==> config.mk <==
export PLATFORM = sky130hd
export DESIGN_NAME = delta_patch_command_decoder
export DESIGN_NICKNAME = d
export VERILOG_FILES = /design/src/rtl/core/dpcd_pkg.sv /design/src/rtl/core/dpcd_step.sv /design/src/rtl/core/dpcd_ctx.sv /design/src/rtl/core/delta_patch_command_decoder.sv
export SDC_FILE = /design/constraint.sdc
export NUM_CORES = 1
export LEC_CHECK = 0
export ABC_AREA = 1
export ABC_CLOCK_PERIOD_IN_PS = 12100
export BUFFER_PORTS_ARGS = -buffer_cell sky130_fd_sc_hd__buf_2
export CORE_ASPECT_RATIO = 1.75
export CORE_MARGIN = 10
export CORE_UTILIZATION = 43
export CTS_BUF_LIST = sky130_fd_sc_hd__clkbuf_4 sky130_fd_sc_hd__clkbuf_8 sky130_fd_sc_hd__clkbuf_16
export DETAILED_ROUTE_END_ITERATION = 16
export HOLD_SLACK_MARGIN = 0.02
export SLEW_MARGIN = 10
export SYNTH_ARGS = -nofsm -noshare
export SYNTH_HDL_FRONTEND = slang
export SYNTH_SLANG_ARGS = --single-unit
==> constraint.sdc <==
create_clock -name clock -period 12.1 [get_ports clock]
set_input_delay 3.63 -clock clock [delete_from_list [all_inputs] [get_ports clock]]
set_output_delay 3.63 -clock clock [all_outputs]
set_load 0.03 [all_outputs]
==> src/rtl/core/dpcd_pkg.sv <==
// Shared types and constants for the delta patch command decoder.
package dpcd_pkg;

   localparam logic [6:0]  GROUP_MASK   = 7'h7f;
   localparam logic [23:0] ZERO_LENGTH  = 24'h010000;
   localparam logic [5:0]  SHIFT_LIMIT  = 6'd28;
   localparam logic [5:0]  SHIFT_STEP   = 6'd7;
   localparam int          OFFSET_BYTES = 4;
   localparam int          LENGTH_BYTES = 3;

   // result kinds
   localparam logic [1:0] KIND_TARGET_SIZE = 2'd0;
   localparam logic [1:0] KIND_COPY        = 2'd1;
   localparam logic [1:0] KIND_LITERAL     = 2'd2;
   localparam logic [1:0] KIND_ERROR       = 2'd3;

   // error codes
   localparam logic [2:0] ERR_NONE      = 3'd0;
   localparam logic [2:0] ERR_BASE_SIZE = 3'd1;
   localparam logic [2:0] ERR_RANGE     = 3'd2;
   localparam logic [2:0] ERR_ZERO_OP   = 3'd3;
   localparam logic [2:0] ERR_TRUNC     = 3'd4;

   typedef enum logic [4:0] {
      PH_SRC  = 5'b00001,
      PH_TGT  = 5'b00010,
      PH_OP   = 5'b00100,
      PH_COPY = 5'b01000,
      PH_LIT  = 5'b10000
   } phase_type;

   typedef struct packed {
      logic [7:0] delta_byte;
      logic       end_of_delta;
   } req_type;

   typedef struct packed {
      logic [1:0]  kind;
      logic [31:0] copy_offset;
      logic [23:0] copy_length;
      logic [7:0]  literal_value;
      logic [31:0] target_size;
      logic [2:0]  error_code;
      logic        last;
   } rsp_type;

   typedef struct packed {
      phase_type   phase;
      logic [31:0] varint_accum;
      logic [5:0]  varint_shift;
      logic [6:0]  pending_mask;
      logic [31:0] offset_accum;
      logic [23:0] length_accum;
      logic [6:0]  literals_left;
      logic        error_latched;
   } ctx_type;

   localparam ctx_type CTX_RESET = '{
      phase:         PH_SRC,
      varint_accum:  32'd0,
      varint_shift:  6'd0,
      pending_mask:  7'd0,
      offset_accum:  32'd0,
      length_accum:  24'd0,
      literals_left: 7'd0,
      error_latched: 1'b0
   };

endpackage

==> src/rtl/core/dpcd_step.sv <==
// Per-byte decode: next context and the optional result for one delta byte.
module dpcd_step (
   input  dpcd_pkg::ctx_type ctx,
   input  dpcd_pkg::req_type req,
   input  logic [31:0]       base_size,
   output dpcd_pkg::ctx_type ctx_next,
   output dpcd_pkg::rsp_type rsp,
   output logic              have
);
   import dpcd_pkg::*;

   logic [7:0]  b;
   logic [31:0] acc;
   logic [31:0] off;
   logic [23:0] len;
   logic [23:0] len_eff;
   logic [32:0] range_end;
   logic [6:0]  low_bit;
   logic [2:0]  err;
   logic        copy_done;

   assign b = req.delta_byte;

   always_comb begin
      ctx_next  = ctx;
      rsp       = '0;
      have      = 1'b0;
      err       = ERR_NONE;
      copy_done = 1'b0;
      acc       = ctx.varint_accum;
      off       = ctx.offset_accum;
      len       = ctx.length_accum;
      low_bit   = ctx.pending_mask & (~ctx.pending_mask + 7'd1);
      len_eff   = '0;
      range_end = '0;

      if (ctx.error_latched) begin
         if (req.end_of_delta) begin
            ctx_next = CTX_RESET;
         end
      end else begin
         case (ctx.phase)
            PH_SRC, PH_TGT: begin
               if (ctx.varint_shift >= SHIFT_LIMIT && b[7:4] != 4'd0) begin
                  err = ERR_TRUNC;
               end else begin
                  acc = ctx.varint_accum
                        | ({25'd0, b[6:0] & GROUP_MASK} << ctx.varint_shift[4:0]);
                  ctx_next.varint_accum = acc;
                  ctx_next.varint_shift = ctx.varint_shift + SHIFT_STEP;
                  if (!b[7]) begin
                     if (ctx.phase == PH_SRC) begin
                        if (acc != base_size) begin
                           err = ERR_BASE_SIZE;
                        end else begin
                           ctx_next.phase        = PH_TGT;
                           ctx_next.varint_accum = '0;
                           ctx_next.varint_shift = '0;
                        end
                     end else begin
                        rsp.kind        = KIND_TARGET_SIZE;
                        rsp.target_size = acc;
                        have            = 1'b1;
                        ctx_next.phase  = PH_OP;
                     end
                  end
               end
            end
            PH_COPY: begin
               for (int i = 0; i < OFFSET_BYTES; i++) begin
                  if (low_bit[i]) begin
                     off[8*i +: 8] = off[8*i +: 8] | b;
                  end
               end
               for (int i = 0; i < LENGTH_BYTES; i++) begin
                  if (low_bit[OFFSET_BYTES + i]) begin
                     len[8*i +: 8] = len[8*i +: 8] | b;
                  end
               end
               ctx_next.pending_mask = ctx.pending_mask & (ctx.pending_mask - 7'd1);
               ctx_next.offset_accum = off;
               ctx_next.length_accum = len;
               copy_done = (ctx_next.pending_mask == 7'd0);
            end
            PH_LIT: begin
               rsp.kind               = KIND_LITERAL;
               rsp.literal_value      = b;
               have                   = 1'b1;
               ctx_next.literals_left = ctx.literals_left - 7'd1;
               if (ctx_next.literals_left == 7'd0) begin
                  ctx_next.phase = PH_OP;
               end
            end
            default: begin
               // opcode byte
               if (b[7]) begin
                  off                   = '0;
                  len                   = '0;
                  ctx_next.pending_mask = b[6:0];
                  ctx_next.offset_accum = '0;
                  ctx_next.length_accum = '0;
                  if (b[6:0] == 7'd0) begin
                     copy_done = 1'b1;
                  end else begin
                     ctx_next.phase = PH_COPY;
                  end
               end else if (b != 8'd0) begin
                  ctx_next.literals_left = b[6:0];
                  ctx_next.phase         = PH_LIT;
               end else begin
                  err = ERR_ZERO_OP;
               end
            end
         endcase

         if (copy_done) begin
            len_eff        = (len == 24'd0) ? ZERO_LENGTH : len;
            range_end      = {1'b0, off} + {9'd0, len_eff};
            ctx_next.phase = PH_OP;
            if (range_end > {1'b0, base_size}) begin
               err = ERR_RANGE;
            end else begin
               rsp.kind        = KIND_COPY;
               rsp.copy_offset = off;
               rsp.copy_length = len_eff;
               have            = 1'b1;
            end
         end

         // stream ended mid-instruction or mid-header
         if (err == ERR_NONE && req.end_of_delta && ctx_next.phase != PH_OP) begin
            err = ERR_TRUNC;
         end

         if (err != ERR_NONE) begin
            rsp            = '0;
            rsp.kind       = KIND_ERROR;
            rsp.error_code = err;
            have           = 1'b1;
            if (!req.end_of_delta) begin
               ctx_next.error_latched = 1'b1;
            end
         end

         if (req.end_of_delta) begin
            rsp.last = have;
            ctx_next = CTX_RESET;
         end
      end
   end

endmodule

==> src/rtl/core/dpcd_ctx.sv <==
// Decoder context registers: phase, header varint and copy/literal progress.
module dpcd_ctx (
   input  logic              clock,
   input  logic              reset,
   input  logic              update,
   input  dpcd_pkg::ctx_type ctx_in,
   output dpcd_pkg::ctx_type ctx_ff
);
   import dpcd_pkg::*;

   always_ff @(posedge clock) begin
      if (reset) begin
         ctx_ff <= CTX_RESET;
      end else if (update) begin
         ctx_ff <= ctx_in;
      end
   end

endmodule

==> src/rtl/core/delta_patch_command_decoder.sv <==
// Delta patch command decoder top level: input register, decode, result register.
// A transaction accepted into the input register is decoded into the result register,
//   from which its result (if any) can be taken.
// Throughput: one delta byte per cycle unless a stalled result blocks; the context update
//   is a single pass through the byte decoder, so back-to-back bytes are decoded without bubbles.
// While a result waits, the input register takes one more byte, then req_stall holds.
// Reset (synchronous, active high): clears valids and base_size to zero, sets the context to CTX_RESET.
module delta_patch_command_decoder (
   input  logic              clock,
   input  logic              reset,
   input  logic              req_valid,
   output logic              req_stall,
   input  dpcd_pkg::req_type req_payload,
   output logic              rsp_valid,
   input  logic              rsp_stall,
   output dpcd_pkg::rsp_type rsp_payload,
   input  logic              csr_wr_en,
   input  logic [31:0]       csr_wr_data
);
   import dpcd_pkg::*;

   // config
   logic [31:0] base_size_ff;

   // input stage
   logic    in_valid_ff;
   logic    in_valid_in;
   req_type in_data_ff;

   // result stage
   logic    out_valid_ff;
   logic    out_valid_in;
   rsp_type out_data_ff;

   // decode
   ctx_type ctx_ff;
   ctx_type ctx_in;
   rsp_type step_rsp;
   logic    step_have;
   logic    can_advance;
   logic    process;
   logic    req_take;

   // The result slot frees up this cycle if empty or being drained.
   assign can_advance = !out_valid_ff || !rsp_stall;
   // Decode the held byte and commit its context update.
   assign process     = in_valid_ff && can_advance;
   assign req_stall   = in_valid_ff && !can_advance;
   assign req_take    = req_valid && !req_stall;

   assign in_valid_in  = req_take ? 1'b1 : (process ? 1'b0 : in_valid_ff);
   // Bytes with no result (headers, copy args, latched errors) leave the slot empty.
   assign out_valid_in = process ? step_have : (out_valid_ff && rsp_stall);

   always_ff @(posedge clock) begin
      if (reset) begin
         base_size_ff <= '0;
         in_valid_ff  <= 1'b0;
         out_valid_ff <= 1'b0;
      end else begin
         if (csr_wr_en) begin
            base_size_ff <= csr_wr_data;
         end
         in_valid_ff  <= in_valid_in;
         out_valid_ff <= out_valid_in;
      end
   end

   // Payload registers: no reset needed.
   always_ff @(posedge clock) begin
      if (req_take) begin
         in_data_ff <= req_payload;
      end
      if (process) begin
         out_data_ff <= step_rsp;
      end
   end

   dpcd_step u_step (
      .ctx       (ctx_ff),
      .req       (in_data_ff),
      .base_size (base_size_ff),
      .ctx_next  (ctx_in),
      .rsp       (step_rsp),
      .have      (step_have)
   );

   dpcd_ctx u_ctx (
      .clock  (clock),
      .reset  (reset),
      .update (process),
      .ctx_in (ctx_in),
      .ctx_ff (ctx_ff)
   );

   assign rsp_valid   = out_valid_ff;
   assign rsp_payload = out_data_ff;

endmodule

==> metrics.yaml <==
synth.avg_cell_area_um2: 7.56
synth_ff_type: "dfxtp_1"
worst_pin_slew_ns: 1.22
hold_path_class: "flop to flop"
crit_required_ns: 8.47
synth_compound_area_share_pct: 15.8
synth_top_family_by_area: "simple AND/OR/NAND/NOR gates"
hpwlAfterDp_mm: 35.4
die_h_um: 265
clkTransAtPathRegs_ns: 0.06
grtUsageMet2_pct: 40.5
r2r_cells: 41
die_x_um: 160
row_count: 89
die_area_mm2: 0.0425
grt_setup_unrepaired: "no"
final_common_cell: "nand2_1"
finalSetupTns_ns: 0
drv_cap: 0
rrSetupSlack_ns: 4.36
crit_fanout: 3
port_buffers: 149
ctsResizeCount: 0
critPathKind: "input port to output pin"
crit_arrival_ns: 4.11
cts_tree: "done"
vias_per_cell: 5.31
critPathCaptureType: "output pin"
critPathLaunchType: "input port"
ios: 150
relSlewSlack_pct: 18.8
cts_buffer_depth: 3
synth_mux_area_share_pct: 0
first_global_vias: 13000
min_to: "u_ctx.ctx_ff[77]"
leakagePower_nw: 6.94
clk_latency_ns: 0.56
h-tree-depth: 1
fmax_ghz: 0.129
maxSlewViolCount: 0
busiest_layer: "met2"
netlist_area_mm2: 0.0148
fill_cells: 3449
areaGrowthSynthToFinish_pct: 13.5
synth_top_area_share_pct: 22.5
n_antenna_cell: 0
rr_endpoint: "rsp_payload[52]"
ys_ff_latch: 259
grt_use_total_pct: 21.8
start_util_pct: 43.7
final_cell_mix: "425 x nand2_1, 294 x a21oi_1, 247 x inv_1"
synth_area_leader_cell: "edfxtp_1"
drive_gt1_share_pct: 15.1
avgRoutedWirePerCell_um: 19.0
synth-simple-area-share_pct: 24.2
cts_hold_buf: 0
final.setup_skew_ns: 0.0127
postCtsSetupRepairBufs: 0
cts_num_sinks: 259
timing.rr.start: "u_ctx.ctx_ff[110]"
post-place-cells: 2489
synth.area.top_cells: "edfxtp_1 23%, dfxtp_1 20%, nand2_1 11%"
outcome: "complete, no violations"
drt_first_iter_violations: 881
fin_crit_sh_pct: 64.0
grtUsageMet1_pct: 23.2
hold_path_depth: 2
drt_wl_total_mm: 48.3
syn-instance-count: 1958
grt_antenna_before_repair: 0
drtPass1Iterations: 5
synth-edff-count: 111
vias: 13500
grt_max_degree: 89
ys_async_sr_fraction_pct: 0
drtAntennaViolNets: 0
seq_area_frac_synth_pct: 42.5
gp_congestion: 0.982
gr-usage-met3_pct: 2.30
synth_xor_area_share_pct: 2.60
drc_errors: 0
final_core_util_pct: 49.6
core_area_mm2: 0.0339
ys_warn_count: 0
cts_buffers: 27
grt_pass1_wl_mm: 73.5
synth.net_count: 2065
root_buffer: "clkbuf_16"
fin_crit_ns: 7.74
power_density_mw_per_mm2: 124
synth_adder_area_share_pct: 5.21
setup_violations: 0
yosysUniqueCellTypes: 53
layoutNonFillerInstCount: 2539
grt-ovfl-total: 0
nNetsFinal: 2170
hold_path_startpoint: "u_ctx.ctx_ff[77]"
hold_violations: 0
irDropWorstVdd_v: 0.0000889
[state kept, by name, summed over array words and instances, names as in the netlist]
register and cells:
rsp_payload 102, u_ctx.ctx_ff 114, base_size_ff 32, rsp_valid 1
in_valid_ff 1, in_data_ff 9
[power by group]
| group | total (mW) | switching, mW | internal [mW] |
|---|---|---|---|
| clock | 0.889 | 0.386 | 0.503 |
| combinational | 0.238 | 0.176 | 0.0623 |
| sequential | 0.960 | 0.0207 | 0.939 |
[per-layer routing]
layer | wire (µm) | share of wire, % | vias to the layer above
met5 | 0 | 0 | -
met4 | 3010 | 6.2 | 0
li1 | - | - | 6685
met1 | 18200 | 38 | 6326
met3 | 1950 | 4.0 | 119
met2 | 25200 | 52 | 363
[stage by stage]
step                      setup WS (ns)  cell area, µm²  hold WS (ns)  power, mW
after CTS                          4.36           16800         0.463       2.10
after detailed placement           4.36           15800         0.453       1.22
final                              4.36           16800         0.459       2.09
after global placement             4.36           15800         0.448       1.22
after floorplan                   0.943           14800         0.440       1.14
after global routing               3.68           16800         0.486       2.16
[cells by family after synthesis]
kind of cell | after synthesis
flip-flops | 259
AND/OR/NAND/NOR | 806
adder cells (fa/ha/maj) | 61
XOR/XNOR | 44
AO/OA/AOI/OAI | 437
buffers and inverters | 351
[worst max-delay path: stages]
cell	delay [ns]
buf_2	0.07
nand2_1	0.07
nor2_1	0.12
buf_2	0.22
[Yosys cell counts, types with 5 or more instances]
master	n
inv_2	11
nand2_1	426
a21oi_1	294
dfxtp_1	148
nor2_1	125
or2_2	5
o21bai_2	5
buf_6	7
nor3_1	17
nor4_1	9
ha_1	60
buf_1	6
a211oi_1	11
clkbuf_1	55
nand2_2	7
buf_2	17
o211ai_1	9
edfxtp_1	111
xor2_1	27
nand4_1	28
xnor2_1	17
o21ai_0	92
inv_1	247
buf_4	6
nand3_2	9
nor2_2	43
nand3_1	122
[area by class of cell]
cell class / instances / area (µm²) / share of cell area (%)
clock buffers: 32 / 767 / 4.57
inverters: 260 / 978 / 5.83
repair buffers: 167 / 883 / 5.26
well taps: 455 / 569 / 3.39
multi-input cells: 1348 / 7120 / 42.4
flip-flops and latches: 259 / 6300 / 37.5
clock inverters: 18 / 181 / 1.08
[worst max path at each step]
stage	startpoint	end	slack [ns]	depth (start not counted)
5_1_grt	u_ctx.ctx_ff[110]	rsp_payload[53]	3.68	41
6_report	rsp_stall	req_stall	4.36	4
3_5_place_dp	rsp_stall	req_stall	4.36	4
3_3_place_gp	rsp_stall	req_stall	4.36	4
2_1_floorplan	rsp_stall	u_ctx.ctx_ff[64]	0.94	10
4_1_cts	rsp_stall	req_stall	4.36	4
(Power assumes the default switching activity.)
